`src/hdl/dmpi_pkg.sv`:
```
// Shared types and constants for the dual motor PI speed controller.
`timescale 1ns / 1ps

package dmpi_pkg;

    localparam int ACC_W  = 16;
    localparam int STEP_W = 5;
    localparam int IDX_W  = 3;

    localparam logic OP_SAMPLE = 1'b0;
    localparam logic OP_TICK   = 1'b1;

    localparam int RIGHT_IDX = 0;
    localparam int LEFT_IDX  = 1;

    localparam logic [IDX_W-1:0] REG_SPEED_REF  = 3'd0;
    localparam logic [IDX_W-1:0] REG_COUNT_SCL  = 3'd1;
    localparam logic [IDX_W-1:0] REG_PROP_GAIN  = 3'd2;
    localparam logic [IDX_W-1:0] REG_INTEG_GAIN = 3'd3;
    localparam logic [IDX_W-1:0] REG_DUTY_LIMIT = 3'd4;

    localparam logic [7:0]  RST_SPEED_REF  = 8'd11;
    localparam logic [7:0]  RST_COUNT_SCL  = 8'd2;
    localparam logic [15:0] RST_PROP_GAIN  = 16'd10;
    localparam logic [15:0] RST_INTEG_GAIN = 16'd2;
    localparam logic [7:0]  RST_DUTY_LIMIT = 8'hAA;

    localparam logic [STEP_W-1:0] STEPS_8  = 5'd8;
    localparam logic [STEP_W-1:0] STEPS_16 = 5'd16;

    typedef struct packed {
        logic              acc_clear;
        logic [ACC_W-1:0]  multiplicand;
        logic [ACC_W-1:0]  multiplier;
        logic [STEP_W-1:0] steps;
    } mac_cmd_t;

endpackage

```
`src/hdl/dual_motor_pi_speed_control_top.sv`:
```
// Top level of the dual motor PI speed controller: config registers, sequencer, output stage.
`timescale 1ns / 1ps

// An encoder sample transaction (opcode 0) completes as it is accepted. A control tick
// transaction (opcode 1) runs until its duty pair is presented: both channels go
// through one shared bit-serial multiply-accumulate unit that retires one multiplier bit
// per cycle, 8 steps for count times scale, 16 for the proportional product and 8 for the
// integral product, for each channel in turn, right then left. No input is taken while
// a tick is in progress. The finished duty pair sits in an output register, so samples
// are accepted while it waits to be taken. Configuration writes are always ready.

module dual_motor_pi_speed_control_top (
    input  logic                        clk,
    input  logic                        rst_n,
    input  logic                        in_valid,
    output logic                        in_ready,
    input  logic                        opcode,
    input  logic [1:0]                  encoder_bits,
    output logic                        out_valid,
    input  logic                        out_ready,
    output logic [7:0]                  duty_right,
    output logic [7:0]                  duty_left,
    input  logic                        cfg_valid,
    output logic                        cfg_ready,
    input  logic [dmpi_pkg::IDX_W-1:0]  cfg_index,
    input  logic [15:0]                 cfg_data
);

    typedef enum logic [2:0] {
        ST_IDLE,
        ST_MEAS,
        ST_PROP,
        ST_INTEG,
        ST_DONE
    } state_t;

    localparam logic CH_RIGHT = 1'b0;
    localparam logic CH_LEFT  = 1'b1;

    state_t             state_reg, state_next;
    logic               ch_reg, ch_next;
    logic [7:0]         cnt_l_reg, cnt_l_next;
    logic [7:0]         err_r_reg, err_r_next;
    logic [7:0]         err_l_reg, err_l_next;
    logic [7:0]         hold_r_reg, hold_r_next;
    logic               mac_start_reg, mac_start_next;
    dmpi_pkg::mac_cmd_t mac_cmd_reg, mac_cmd_next;
    logic               out_valid_reg, out_valid_next;
    logic [7:0]         duty_r_reg, duty_r_next;
    logic [7:0]         duty_l_reg, duty_l_next;

    logic [7:0]  speed_ref_reg;
    logic [7:0]  count_scl_reg;
    logic [15:0] prop_gain_reg;
    logic [15:0] integ_gain_reg;
    logic [7:0]  duty_limit_reg;

    logic                        in_accept;
    logic                        tick_accept;
    logic                        mac_busy;
    logic [dmpi_pkg::ACC_W-1:0]  mac_acc;
    logic                        mac_idle;
    logic [7:0]                  count_right;
    logic [7:0]                  count_left;
    logic [7:0]                  err_cur;
    logic [15:0]                 ref_wide;
    logic [15:0]                 diff;
    logic [7:0]                  err_new;
    logic [7:0]                  duty_clamped;

    assign in_ready    = (state_reg == ST_IDLE);
    assign in_accept   = in_valid && in_ready;
    assign tick_accept = in_accept && (opcode == dmpi_pkg::OP_TICK);
    assign cfg_ready   = 1'b1;

    always_ff @(posedge clk or negedge rst_n)
    begin
        if (!rst_n)
        begin
            speed_ref_reg  <= dmpi_pkg::RST_SPEED_REF;
            count_scl_reg  <= dmpi_pkg::RST_COUNT_SCL;
            prop_gain_reg  <= dmpi_pkg::RST_PROP_GAIN;
            integ_gain_reg <= dmpi_pkg::RST_INTEG_GAIN;
            duty_limit_reg <= dmpi_pkg::RST_DUTY_LIMIT;
        end
        else if (cfg_valid && cfg_ready)
        begin
            case (cfg_index)
                dmpi_pkg::REG_SPEED_REF:  speed_ref_reg  <= cfg_data[7:0];
                dmpi_pkg::REG_COUNT_SCL:  count_scl_reg  <= cfg_data[7:0];
                dmpi_pkg::REG_PROP_GAIN:  prop_gain_reg  <= cfg_data;
                dmpi_pkg::REG_INTEG_GAIN: integ_gain_reg <= cfg_data;
                dmpi_pkg::REG_DUTY_LIMIT: duty_limit_reg <= cfg_data[7:0];
                default: ;
            endcase
        end
    end

    dmpi_edge u_edge (
        .clk         (clk),
        .rst_n       (rst_n),
        .sample_en   (in_accept && (opcode == dmpi_pkg::OP_SAMPLE)),
        .levels      (encoder_bits),
        .clear       (tick_accept),
        .count_right (count_right),
        .count_left  (count_left)
    );

    dmpi_mac u_mac (
        .clk   (clk),
        .rst_n (rst_n),
        .start (mac_start_reg),
        .cmd   (mac_cmd_reg),
        .busy  (mac_busy),
        .acc   (mac_acc)
    );

    assign mac_idle     = !mac_start_reg && !mac_busy;
    assign err_cur      = (ch_reg == CH_LEFT) ? err_l_reg : err_r_reg;
    assign ref_wide     = {8'd0, speed_ref_reg};
    assign diff         = (mac_acc > ref_wide) ? (mac_acc - ref_wide) : (ref_wide - mac_acc);
    assign err_new      = err_cur + speed_ref_reg - mac_acc[7:0];
    assign duty_clamped = (mac_acc > {8'd0, duty_limit_reg}) ? duty_limit_reg : mac_acc[7:0];

    always_comb
    begin
        state_next     = state_reg;
        ch_next        = ch_reg;
        cnt_l_next     = cnt_l_reg;
        err_r_next     = err_r_reg;
        err_l_next     = err_l_reg;
        hold_r_next    = hold_r_reg;
        mac_start_next = 1'b0;
        mac_cmd_next   = mac_cmd_reg;
        out_valid_next = out_valid_reg;
        duty_r_next    = duty_r_reg;
        duty_l_next    = duty_l_reg;

        if (out_valid_reg && out_ready)
        begin
            out_valid_next = 1'b0;
        end

        case (state_reg)
            ST_IDLE:
            begin
                if (tick_accept)
                begin
                    cnt_l_next                = count_left;
                    ch_next                   = CH_RIGHT;
                    mac_start_next            = 1'b1;
                    mac_cmd_next.acc_clear    = 1'b1;
                    mac_cmd_next.multiplicand = {8'd0, count_scl_reg};
                    mac_cmd_next.multiplier   = {8'd0, count_right};
                    mac_cmd_next.steps        = dmpi_pkg::STEPS_8;
                    state_next                = ST_MEAS;
                end
            end
            ST_MEAS:
            begin
                if (mac_idle)
                begin
                    if (ch_reg == CH_LEFT)
                    begin
                        err_l_next = err_new;
                    end
                    else
                    begin
                        err_r_next = err_new;
                    end
                    mac_start_next            = 1'b1;
                    mac_cmd_next.acc_clear    = 1'b1;
                    mac_cmd_next.multiplicand = prop_gain_reg;
                    mac_cmd_next.multiplier   = diff;
                    mac_cmd_next.steps        = dmpi_pkg::STEPS_16;
                    state_next                = ST_PROP;
                end
            end
            ST_PROP:
            begin
                if (mac_idle)
                begin
                    mac_start_next            = 1'b1;
                    mac_cmd_next.acc_clear    = 1'b0;
                    mac_cmd_next.multiplicand = integ_gain_reg;
                    mac_cmd_next.multiplier   = {8'd0, err_cur};
                    mac_cmd_next.steps        = dmpi_pkg::STEPS_8;
                    state_next                = ST_INTEG;
                end
            end
            ST_INTEG:
            begin
                if (mac_idle)
                begin
                    if (ch_reg == CH_RIGHT)
                    begin
                        hold_r_next               = duty_clamped;
                        ch_next                   = CH_LEFT;
                        mac_start_next            = 1'b1;
                        mac_cmd_next.acc_clear    = 1'b1;
                        mac_cmd_next.multiplicand = {8'd0, count_scl_reg};
                        mac_cmd_next.multiplier   = {8'd0, cnt_l_reg};
                        mac_cmd_next.steps        = dmpi_pkg::STEPS_8;
                        state_next                = ST_MEAS;
                    end
                    else
                    begin
                        state_next = ST_DONE;
                    end
                end
            end
            ST_DONE:
            begin
                if (!out_valid_reg || out_ready)
                begin
                    duty_r_next    = hold_r_reg;
                    duty_l_next    = duty_clamped;
                    out_valid_next = 1'b1;
                    state_next     = ST_IDLE;
                end
            end
            default:
            begin
                state_next = ST_IDLE;
            end
        endcase
    end

    always_ff @(posedge clk or negedge rst_n)
    begin
        if (!rst_n)
        begin
            state_reg     <= ST_IDLE;
            ch_reg        <= CH_RIGHT;
            cnt_l_reg     <= 8'd0;
            err_r_reg     <= 8'd0;
            err_l_reg     <= 8'd0;
            hold_r_reg    <= 8'd0;
            mac_start_reg <= 1'b0;
            mac_cmd_reg   <= '0;
            out_valid_reg <= 1'b0;
            duty_r_reg    <= 8'd0;
            duty_l_reg    <= 8'd0;
        end
        else
        begin
            state_reg     <= state_next;
            ch_reg        <= ch_next;
            cnt_l_reg     <= cnt_l_next;
            err_r_reg     <= err_r_next;
            err_l_reg     <= err_l_next;
            hold_r_reg    <= hold_r_next;
            mac_start_reg <= mac_start_next;
            mac_cmd_reg   <= mac_cmd_next;
            out_valid_reg <= out_valid_next;
            duty_r_reg    <= duty_r_next;
            duty_l_reg    <= duty_l_next;
        end
    end

    assign out_valid  = out_valid_reg;
    assign duty_right = duty_r_reg;
    assign duty_left  = duty_l_reg;

    a_start_makes_busy: assert property (@(posedge clk) disable iff (!rst_n)
        mac_start_reg |=> mac_busy)
        else $error("multiply unit not busy after start");

    a_ready_only_when_mac_free: assert property (@(posedge clk) disable iff (!rst_n)
        in_ready |-> (!mac_busy && !mac_start_reg))
        else $error("input ready while multiply unit active");

    a_tick_blocks_input: assert property (@(posedge clk) disable iff (!rst_n)
        tick_accept |=> !in_ready)
        else $error("input ready right after control tick");

    a_busy_in_compute: assert property (@(posedge clk) disable iff (!rst_n)
        mac_busy |-> (state_reg != ST_IDLE && state_reg != ST_DONE))
        else $error("multiply unit busy outside compute states");

endmodule

```
`src/hdl/dmpi_edge.sv`:
```
// Encoder level tracker and per-channel rising edge counters.
`timescale 1ns / 1ps

module dmpi_edge (
    input  logic       clk,
    input  logic       rst_n,
    input  logic       sample_en,
    input  logic [1:0] levels,
    input  logic       clear,
    output logic [7:0] count_right,
    output logic [7:0] count_left
);

    logic [1:0] prev_reg, prev_next;
    logic       primed_reg, primed_next;
    logic [7:0] cnt_r_reg, cnt_r_next;
    logic [7:0] cnt_l_reg, cnt_l_next;

    always_comb
    begin
        prev_next   = prev_reg;
        primed_next = primed_reg;
        cnt_r_next  = cnt_r_reg;
        cnt_l_next  = cnt_l_reg;
        if (clear)
        begin
            cnt_r_next = 8'd0;
            cnt_l_next = 8'd0;
        end
        else if (sample_en)
        begin
            if (primed_reg && !prev_reg[dmpi_pkg::RIGHT_IDX] && levels[dmpi_pkg::RIGHT_IDX])
            begin
                cnt_r_next = cnt_r_reg + 8'd1;
            end
            if (primed_reg && !prev_reg[dmpi_pkg::LEFT_IDX] && levels[dmpi_pkg::LEFT_IDX])
            begin
                cnt_l_next = cnt_l_reg + 8'd1;
            end
            prev_next   = levels;
            primed_next = 1'b1;
        end
    end

    always_ff @(posedge clk or negedge rst_n)
    begin
        if (!rst_n)
        begin
            prev_reg   <= 2'd0;
            primed_reg <= 1'b0;
            cnt_r_reg  <= 8'd0;
            cnt_l_reg  <= 8'd0;
        end
        else
        begin
            prev_reg   <= prev_next;
            primed_reg <= primed_next;
            cnt_r_reg  <= cnt_r_next;
            cnt_l_reg  <= cnt_l_next;
        end
    end

    assign count_right = cnt_r_reg;
    assign count_left  = cnt_l_reg;

endmodule

```
`src/hdl/dmpi_mac.sv`:
```
// Bit-serial multiply-accumulate unit, one multiplier bit per cycle, modulo 2^16.
`timescale 1ns / 1ps

module dmpi_mac (
    input  logic                         clk,
    input  logic                         rst_n,
    input  logic                         start,
    input  dmpi_pkg::mac_cmd_t           cmd,
    output logic                         busy,
    output logic [dmpi_pkg::ACC_W-1:0]   acc
);

    logic [dmpi_pkg::ACC_W-1:0]  mcand_reg, mcand_next;
    logic [dmpi_pkg::ACC_W-1:0]  mplr_reg, mplr_next;
    logic [dmpi_pkg::ACC_W-1:0]  acc_reg, acc_next;
    logic [dmpi_pkg::STEP_W-1:0] cnt_reg, cnt_next;

    always_comb
    begin
        mcand_next = mcand_reg;
        mplr_next  = mplr_reg;
        acc_next   = acc_reg;
        cnt_next   = cnt_reg;
        if (start)
        begin
            mcand_next = cmd.multiplicand;
            mplr_next  = cmd.multiplier;
            cnt_next   = cmd.steps;
            if (cmd.acc_clear)
            begin
                acc_next = '0;
            end
        end
        else if (cnt_reg != '0)
        begin
            if (mplr_reg[0])
            begin
                acc_next = acc_reg + mcand_reg;
            end
            mcand_next = {mcand_reg[dmpi_pkg::ACC_W-2:0], 1'b0};
            mplr_next  = {1'b0, mplr_reg[dmpi_pkg::ACC_W-1:1]};
            cnt_next   = cnt_reg - 5'd1;
        end
    end

    always_ff @(posedge clk or negedge rst_n)
    begin
        if (!rst_n)
        begin
            cnt_reg <= '0;
        end
        else
        begin
            cnt_reg <= cnt_next;
        end
    end

    always_ff @(posedge clk)
    begin
        mcand_reg <= mcand_next;
        mplr_reg  <= mplr_next;
        acc_reg   <= acc_next;
    end

    assign busy = (cnt_reg != '0);
    assign acc  = acc_reg;

endmodule
```
`config.mk`:
```
export PLATFORM = sky130hd
export DESIGN_NAME = dual_motor_pi_speed_control_top
export DESIGN_NICKNAME = d
export VERILOG_FILES = /design/src/hdl/dmpi_pkg.sv /design/src/hdl/dual_motor_pi_speed_control_top.sv /design/src/hdl/dmpi_edge.sv /design/src/hdl/dmpi_mac.sv
export SDC_FILE = /design/constraint.sdc
export NUM_CORES = 1
export LEC_CHECK = 0
export BUFFER_PORTS_ARGS = -buffer_cell sky130_fd_sc_hd__buf_4
export CAP_MARGIN = 40
export CORE_MARGIN = 2
export CORE_UTILIZATION = 50
export DETAILED_ROUTE_END_ITERATION = 8
export GPL_TIMING_DRIVEN = 0
export PLACE_DENSITY = 0.69
export SYNTH_ARGS = -nofsm -noshare
export SYNTH_HDL_FRONTEND = slang
export SYNTH_SLANG_ARGS = --single-unit
```
`constraint.sdc`:
```
create_clock -name clk -period 3.3 [get_ports clk]
set_clock_uncertainty 0.1 [all_clocks]
set_input_delay 0.165 -clock clk [delete_from_list [all_inputs] [get_ports clk]]
set_output_delay 0.165 -clock clk [all_outputs]
set_load 0.01 [all_outputs]
```
Word level (Yosys, flattened, before mapping)
Cells that the tools add are included.
{ "word_totals": {"regBits": 220, "in_bits": 27, "out_inout_bits": 19, "wordCells": 141} }
{ "op_classes": {"addsub": 8, "order_cmp": 2, "n_eq_ne": 15, "muxes": 43, "bitwise": 3, "n_reduce_logical": 43} }
{ "op_table": {"columns": ["cell", "count"], "rows": [
  ["2-to-1 mux 38 bit", 5],
  ["case mux 38 bit (4 select lines)", 1],
  ["2-to-1 mux 16 bit", 9],
  ["2-to-1 mux 8 bit", 8],
  ["> comparator 16 x 8 -> 1 bit", 2],
  ["AND reduction 2 bit", 10],
  ["2-to-1 mux 3 bit", 6],
  ["adder 16 bit", 1],
  ["adder 8 x 1 -> 8 bit, second input constant", 2],
  ["subtractor 16 x 8 -> 16 bit", 1],
  ["subtractor 8 x 16 -> 16 bit", 1],
  ["case mux 3 bit (5 select lines)", 1],
  ["AND reduction 3 bit", 5],
  ["equality test 3 x 2 -> 1 bit, second input constant", 4],
  ["nonzero test 2 bit", 6],
  ["2-to-1 mux 5 bit", 2],
  ["!= test 2 bit, second input constant", 5],
  ["logical AND 1 bit", 9],
  ["2-to-1 mux 1 bit", 9],
  ["adder 8 bit", 1],
  ["subtractor 8 bit", 1],
  ["equality test 3 x 1 -> 1 bit, second input constant", 2],
  ["equality test 3 bit, second input constant", 2],
  ["zero test 3 bit", 2],
  ["other kinds (12)", 19]
]} }

Logic depth before layout (Yosys ltp)
Gate-level depths: netlist of the first run.
{ "depth": {"ltp_word": 6, "mapped_depth": 14, "mapped_depth_nobuf": 13} }

By module
A second synthesis of the first run with hierarchy kept.
{ "hier_totals": {"hier_cells": 1061, "area_unflattened_um2": 11426.0} }
{ "modules_own_cells": {"columns": ["mod", "n_inst", "cells_per_inst", "area_per_inst_um2", "seq_area_each_um2"], "rows": [
  ["dual_motor_pi_speed_control_top", 1, 740, 7583.5, 3642.2],
  ["dmpi_mac", 1, 231, 2904.0, 1566.5],
  ["dmpi_edge", 1, 90, 938.4, 475.5]
]} }

Worst setup path after synthesis of the first run
Ideal clock, no wire load.
{ "synth_path": {"path_kind": "register -> register", "from": "reg ch_reg", "to": "reg err_r_reg[6]", "setup_time_ps": 125, "t_arrival_ps": 3019, "required_time_ps": 3075, "path_slack_ps": 56, "stages_incl_launch_ff": 14, "n_path_buf": 2, "period_less_slack_ps": 3244, "path_cell_list": "dfrtp_1 > clkbuf_1 > buf_1 > mux2i_1 > fa_1 > inv_1 > ha_1 > nor2b_1 > o21ai_0 > nand2b_1 > a21o_1 > a21oi_1 > xnor2_1 > mux2_2"} }
{ "synth_between": {"elab_chain_len": 3, "word_cells_on_any_way": 5, "cone_classes": "add/sub (2); mux (1); bitwise (1); reduce/logical (1)"} }
{ "synth_rtl": {"columns": ["element", "line", "rtl"], "rows": [
  ["from (decl)", "dual_motor_pi_speed_control_top.sv:41", "logic ch_reg, ch_next;"],
  ["from (signal assigned)", "dual_motor_pi_speed_control_top.sv:248", "ch_reg <= ch_next;"],
  ["2-to-1 mux 8 bit", "dual_motor_pi_speed_control_top.sv:119", "assign err_cur = (ch_reg == CH_LEFT) ? err_l_reg : err_r_reg;"],
  ["adder 8 bit", "dual_motor_pi_speed_control_top.sv:122", "assign err_new = err_cur + speed_ref_reg - mac_acc[7:0];"],
  ["subtractor 8 bit", "dual_motor_pi_speed_control_top.sv:122", null],
  ["to (signal assigned)", "dual_motor_pi_speed_control_top.sv:250", "err_r_reg <= err_r_next;"],
  ["to (decl)", "dual_motor_pi_speed_control_top.sv:43", "logic [7:0] err_r_reg, err_r_next;"]
]} }
Parallel ways exist; a longest one is shown, timed or not.
A chain may end at the register's enable or synchronous reset.

Final worst setup path of the first run
{ "layout_path": {"from": "reg u_mac.acc_reg (netlist bit u_mac.acc[0])", "to": "reg mac_cmd_reg[6] (netlist bit)"} }
{ "layout_between": {"elab_chain_len": 4, "word_cells_on_any_way": 6, "cone_classes": "add/sub (2); order compare (1); mux (3)"} }
{ "layout_rtl": {"columns": ["element", "line", "rtl"], "rows": [
  ["from (decl)", "dmpi_mac.sv:15", "logic [dmpi_pkg::ACC_W-1:0] acc_reg, acc_next;"],
  ["from (signal assigned)", "dmpi_mac.sv:62", "acc_reg <= acc_next;"],
  ["subtractor 8 x 16 -> 16 bit, or another cell as far along", "dual_motor_pi_speed_control_top.sv:121", "assign diff = (mac_acc > ref_wide) ? (mac_acc - ref_wide) : (ref_wide - mac_acc);"],
  ["2-to-1 mux 16 bit (*)", "dual_motor_pi_speed_control_top.sv:121", null],
  ["2-to-1 mux 38 bit (*)", "dual_motor_pi_speed_control_top.sv:161", "if (mac_idle)"],
  ["case mux 38 bit (4 select lines) (*)", "dual_motor_pi_speed_control_top.sv:144", "case (state_reg)"],
  ["to (signal assigned)", "dual_motor_pi_speed_control_top.sv:254", "mac_cmd_reg <= mac_cmd_next;"],
  ["to (decl)", "dual_motor_pi_speed_control_top.sv:47", "dmpi_pkg::mac_cmd_t mac_cmd_reg, mac_cmd_next;"]
]} }
Mark *: on every way between the ends. The rest lies on a longest branch, timed or not. The select of a mux whose other input is x is not followed.

==> results of run 1 <==
==> logic make-up (layout without fill, tap and decap cells) <==
group                      after synthesis  in the layout  share of synthesized area, %
and+or+nand+nor                        303            303                         12.54
AOI/OAI and AO/OA                      222            222                         12.29
DFF                                    217            217                         49.90
muxes                                  116            116                         11.24
buffers and inverters                  103            230                         3.723
adders and majority gates               61             61                         7.359
xor gates and xnor gates                38             38                         2.921
other                                    1              1                       0.03292
==> through the flow <==
| stage | hold slack (ns) | total power, W | area, um2 | setup WS, ns | util, % |
|---|---|---|---|---|---|
| after floorplan | -0.2306 | 0.005571 | 11390 | 0.05602 | - |
| after global placement | 0.3098 | 0.006218 | 12080 | -0.6132 | 53.68 |
| after detailed placement | 0.005481 | 0.006316 | 12140 | -0.6261 | 53.96 |
| after CTS | 0.04744 | 0.009057 | 13210 | 0.02967 | 58.69 |
| after global routing | 0.06822 | 0.009659 | 13300 | -0.01086 | 59.12 |
| final | 0.03756 | 0.009102 | 13300 | 0.1657 | 59.12 |
==> power by group through the flow <==
stage | combinational (W) | sequential, W | clock (W)
floorplan | 0.00210 | 0.00347 | 0
global placement | 0.00260 | 0.00362 | 0
detailed placement | 0.00268 | 0.00363 | 0
CTS | 0.00276 | 0.00359 | 0.00270
global route | 0.00322 | 0.00364 | 0.00280
finish | 0.00287 | 0.00360 | 0.00263
==> critical path, cell delays in order, from the launching register on <==
cell      delay, ns
edfxtp_1       0.50
inv_2          0.14
ha_1           0.19
inv_1          0.06
fa_1           0.44
a211oi_2       0.31
nor3_2         0.10
o21a_1         0.23
nor2_4         0.14
mux2_2         0.37
a221oi_1       0.32
o31ai_1        0.10
==> final timing paths <==
| path | start | to | slack, ns | cells after the start |
|---|---|---|---|---|
| worst max-delay path | u_mac.acc[0] | mac_cmd_reg[6] | 0.17 | 11 |
| worst min-delay path | rst_n | duty_right[3] | 0.04 | 2 |
| worst max register to register | u_mac.acc[0] | mac_cmd_reg[6] | 0.17 | 11 |
| worst min register to register | mac_cmd_reg[17] | mac_cmd_reg[17] | 0.38 | 2 |
| max in group asynchronous | rst_n | ch_reg | 2.08 | 3 |
| min in group clk | cfg_valid | speed_ref_reg[7] | 0.08 | 4 |
==> cells in the mapped netlist (all sizes together) (22+ instances only) <==
| master | n |
|---|---|
| dfrtp | 158 |
| nand2 | 110 |
| mux2 | 95 |
| nor2 | 87 |
| o21ai | 65 |
| a21oi | 58 |
| inv | 53 |
| ha | 51 |
| edfxtp | 48 |
| clkbuf | 31 |
| nor3 | 26 |
| xor2 | 22 |
==> per-layer routing <==
layer / global-route usage (%) / wire, um / vias up
met2: 38.52 / 12810 / 178
met1: 31.29 / 12390 / 4130
met5: 0 / 0 / -
met4: 5.776 / 635 / 0
li1: - / - / 3989
met3: 3.816 / 1173 / 47
==> area by class of cell <==
type                       count  share of cell area, %
tap                          285                  2.680
inverter                      53                  1.495
multi-input combinational    741                  40.09
clock inverter                 9                 0.7900
timing repair buffer          84                  5.464
buffer                        49                  1.693
sequential                   217                  42.73
clock buffer                  35                  5.050
==> timing repair <==
| item | in CTS | in global routing |
|---|---|---|
| hold buffers | 27 | 0 |
| gates resized for setup | 6 | 8 |
| gates cloned | 0 | 0 |
| pin swaps | 0 | 4 |
| endpoints found under the hold margin | 204 | 0 |
| buffers inserted | 0 | 9 |
| setup endpoints to repair | 11 | 13 |
==> results by group, run 1 <==
Floorplanning
  – Die Ht: 154.9 um
  – # rows: 55
  – Starting density of the core: 50.63%
  – Core area: 0.02250 mm2
  – Die span in x: 154.9 um
  – Die footprint: 0.02401 mm2
  – IO Pins: 46

Place
  – GPL Wtd Cong: 0.8461
  – HPWL after DPL: 19020 um
  – Number of placed cells counting well taps: 1394
  – PortBufs: 44

Layout
  – Multi-input logic area: 0.005334 mm2
  – Number of flip-flops in the largest register: 35
  – Most frequent cells in the layout: dfrtp_1 (157), nand2_1 (110), mux2_2 (94)
  – Most common cell after layout, fill and taps aside: dfrtp_1
  – Register area: 0.005685 mm2
  – Fillers: 1861
  – Ant. Diodes: 0
  – Share of layout cells above drive strength 1: approximately 20%
  – Nets: 1258
  – Finished Layout Cells: 1473
  – Area growth, synth to finish: 16.78%

Detailed routing
  – Iter 0 DRT Violations: between 500 and 600
  – DRC: 0
  – DRT Pass-1 Iters: 4
  – Post-Route WL: roughly 27000 um
  – Final ANT Viol Nets: 0
  – WL/cell: 18.34 um
  – Avg Vias per Cell: 5.665
  – Vias: ~8300

Power and ir drop
  – Pwr/cell area: 684.2 mW/mm2
  – Gate power share: 31.5%
  – Peak supply drop: 0.5586 mV
  – Power Internal: 0.006089 W
  – Sequential power share: 39.5%
  – Net switching power: 0.003013 W
  – Clock network power share: between 20 and 30%
  – Sw frac: 33.11%
  – LEAKAGE: 5.945 nW

GRT
  – Initial antenna violation count: 0
  – Global-route wire length before repair: 44140 um
  – Vias in the first global route: 8489
  – Largest net degree at the start of global routing: 119
  – Grt ovf: 0
  – Total track usage: 22.95%

Setup path
  – Crit path kind: reg2reg
  – CP max FO: 4
  – CP Capture Type: flop
  – Startpoint Class: flop
  – Arr. time, crit path: about 3.4 ns
  – CP Data Required Time: 3.59 ns

STA
  – Relative slew margins: 44.37%
  – Worst Tran Pin Value: 0.8333 ns
  – F_max: 319.0 MHz
  – Final Hold Viols: 0
  – Total negative slack: 0 ns
  – Final setup violation count: 0
  – Final Cycle Share: 94.98%
  – Fin crit period: 3.134 ns
  – Number of slew-limit violations in the final report: 0

Clock network
  – CTS root buf: clkbuf_16
  – CTS Buf Count: 24
  – CTS H-Tree Depth: 1
  – CTS tree: done
  – Clock buffer depth: 3
  – Clock latency on the worst-skew pair: 0.53 ns
  – Worst-path clk slew: 0.06 ns
  – CTS sink count: 217

Job
  – Maxcap violations: 0

Logic synthesis
  – Post-synth top area cell: dfrtp_1
  – Syn_area_per_cell: 10.74 um2
  – Netlist cell types: 75
  – Cell Area, Synth: 0.01139 mm2
  – Post-synth EDFFs: 48
  – Yosys reg bits: about 220
  – Sequential area share after synthesis: 49.90%
  – Synth top area cells: dfrtp_1 (35%), edfxtp_1 (13%), mux2_2 (9.3%), ha_1 (5.6%), nand2_1 (3.6%)
  – Synth Flop Type: dfrtp_1
  – Top-area cell type share of the netlist area: 34.71%
  – Post-synthesis async set-or-reset flop share: 77.88%
  – Total number of yosys warnings: 0
  – Post-Syn Instances: ~1100
  – Post-synth net total: roughly 1100

Hold path
  – HP Class: in2async

Status
  – Status: completed
Power figures use the tool's default switching activity.
==> run 2: changes to the inputs <==
--- a/config.mk
+++ b/config.mk
@@ -9,9 +9,12 @@
 export CAP_MARGIN = 40
 export CORE_MARGIN = 2
 export CORE_UTILIZATION = 50
+export CTS_BUF_LIST = sky130_fd_sc_hd__clkbuf_2 sky130_fd_sc_hd__clkbuf_4 sky130_fd_sc_hd__clkbuf_8
 export DETAILED_ROUTE_END_ITERATION = 8
 export GPL_TIMING_DRIVEN = 0
 export PLACE_DENSITY = 0.69
+export SKIP_LAST_GASP = 1
+export SLEW_MARGIN = 20
 export SYNTH_ARGS = -nofsm -noshare
 export SYNTH_HDL_FRONTEND = slang
 export SYNTH_SLANG_ARGS = --single-unit
==> results by group, run 2 (synthesized netlist as in run 1, its figures left out) <==
Floorplanning
  – Starting density of the core: roughly 50%
  – Die span in x: roughly 150 um
  – IO Pins: 46
  – Die Ht: 154.9 um
  – Die footprint: 0.02401 mm2
  – # rows: 55
  – Core area: approximately 0.023 mm2

STA
  – Worst Tran Pin Value: 0.8302 ns
  – Final Cycle Share: 95.28%
  – F_max: 318.0 MHz
  – Final setup violation count: 0
  – Relative slew margins: 44.45%
  – Number of slew-limit violations in the final report: 0
  – Fin crit period: 3.144 ns
  – Final Hold Viols: 0

Setup path
  – R2R depth: 11
  – Crit path kind: reg2reg
  – Startpoint Class: flop
  – CP Data Required Time: 3.60 ns
  – Worst path bufs/invs: 2
  – R2R Setup Slk: 0.16 ns
  – Most used cell, CP: inv_1
  – Crit-path cells: inv_1, ha_1, inv_1, fa_1, a211oi_2, nor3_2, o21a_1, nor2_2, mux2_2, a221oi_1, o31ai_1
  – Crit path max-delay family: compound AO/OA/AOI/OAI gates
  – Slowest stage cell, crit path: edfxtp_1
  – Arr. time, crit path: ~3.4 ns
  – Worst reg2reg startpoint: u_mac.acc[0]
  – Crit path from: u_mac.acc[0]
  – FF-to-FF End: mac_cmd_reg[6]
  – Slowest stage delay, CP: 0.45 ns
  – CP Capture Type: flop
  – CP max FO: 4

GRT
  – Global-route wire length before repair: 44880 um
  – Vias in the first global route: 8680
  – Total track usage: a little under a quarter
  – Grt ovf: 0
  – Initial antenna violation count: 0
  – Largest net degree at the start of global routing: 70

Detailed routing
  – Final ANT Viol Nets: 0
  – DRT Pass-1 Iters: 5
  – Avg Vias per Cell: around 5.6
  – Iter 0 DRT Violations: about 550
  – Post-Route WL: 27140 um
  – DRC: 0
  – WL/cell: 18.08 um
  – Vias: 8346

Clock network
  – Worst-path clk slew: 0.06 ns
  – CTS sink count: 217
  – CTS Buf Count: 40
  – CTS root buf: clkbuf_8
  – CTS tree: done
  – Clock latency on the worst-skew pair: between 0.5 and 0.6 ns
  – CTS H-Tree Depth: 2
  – Clock buffer depth: 3

Place
  – GPL Wtd Cong: about 0.85
  – Placement Cell Area: about 0.012 mm2
  – PortBufs: 44
  – HPWL after DPL: 19140 um

Hold path
  – Worst min-delay path startpoint: cfg_valid
  – WHS Endpoint: speed_ref_reg[0]
  – HP Class: in2reg
  – Worst hold path stage count: 4

Layout
  – Most frequent cells in the layout: dfrtp_1 (157), nand2_1 (110), mux2_2 (94)
  – Most common cell after layout, fill and taps aside: dfrtp_1
  – Post-layout util: 59.65%
  – Share of layout cells above drive strength 1: 22.78%
  – Fin area: 0.01342 mm2
  – Ant. Diodes: 0
  – Number of flip-flops in the largest register: 35
  – Nets: between 1000 and 1500
  – Area growth, synth to finish: 17.83%

Power and ir drop
  – Pwr/cell area: about 680 mW/mm2
  – Peak supply drop: 0.6229 mV
  – LEAKAGE: 6.038 nW

Job
  – Maxcap violations: 0

Status
  – Status: completed
[run 2: changes by cell type in the layout (fill, tap and decap cells not counted), moves of 3 or more]
cell           delta
dlygate4sd3_1     +3
clkbuf_16        -24
buf_4             -5
clkbuf_8         +44
clkbuf_4         +14
clkinv_2          +5
clkbuf_1          -9
[run 2: how the worst max path moves through the flow]
stage,end,depth (start not counted)
2_1_floorplan,err_r_reg[6],13
5_1_grt,err_r_reg[7],11
6_report,mac_cmd_reg[6],11
4_1_cts,err_r_reg[7],11
3_5_place_dp,err_r_reg[7],12
3_3_place_gp,hold_r_reg[6],9
[run 2: cell type report]
| type | instances | area [um2] |
|---|---|---|
| sequential | 217 | 5685 |
| clock inverter | 13 | 92.59 |
| tap | 285 | 356.6 |
| buffer | 48 | 221.5 |
| inverter | 53 | 198.9 |
| fill | 1890 | 9080 |
| timing repair buffer | 83 | 769.5 |
| multi-input combinational | 741 | 5346 |
| clock buffer | 61 | 752.0 |
[run 2: tightest hold or removal path: stages]
cell and delay, ns:
buf_4 0.13, nor4b_2 0.21, nand2_1 0.07, o21ai_0 0.07
[run 2: stage by stage]
step | instances | power [W] | setup TNS [ns] | hold slack (ns) | worst slack [ns]
2_1_floorplan | 1061 | 0.005571 | 0 | -0.2306 | 0.05602
3_3_place_gp | 1390 | 0.006218 | -9.304 | 0.3098 | -0.6132
3_5_place_dp | 1393 | 0.006320 | -3.896 | -0.02359 | -0.6645
4_1_cts | 1499 | 0.009073 | 0 | 0.01923 | 0.05469
5_1_grt | 1501 | 0.009717 | -0.007343 | 0.06864 | -0.007343
6_report | 1501 | 0.009097 | 0 | 0.03370 | 0.1557
[run 2: power breakdown]
part	internal, W	switching, W	leakage (nW)
registers	0.00322	0.000373	2.59
clock network	0.00154	0.00114	0.462
logic	0.00128	0.00154	2.98
[run 2: what timing repair did]
item | CTS | global route
endpoints found under the hold margin | 159 | 0
resized for setup | 5 | 10
endpoints found under the setup margin | 11 | 8
buffers inserted | 3 | 2
hold buffers | 30 | 0
pin swaps | 0 | 2
[run 2: routing by layer]
layer | share of wire (%) | track usage (%) | wire length, um
met5 | 0 | 0 | 0
met4 | 2.3 | 7.451 | 612
met3 | 5.8 | 4.735 | 1565
met2 | 47 | 38.73 | 12680
met1 | 45 | 31.68 | 12280
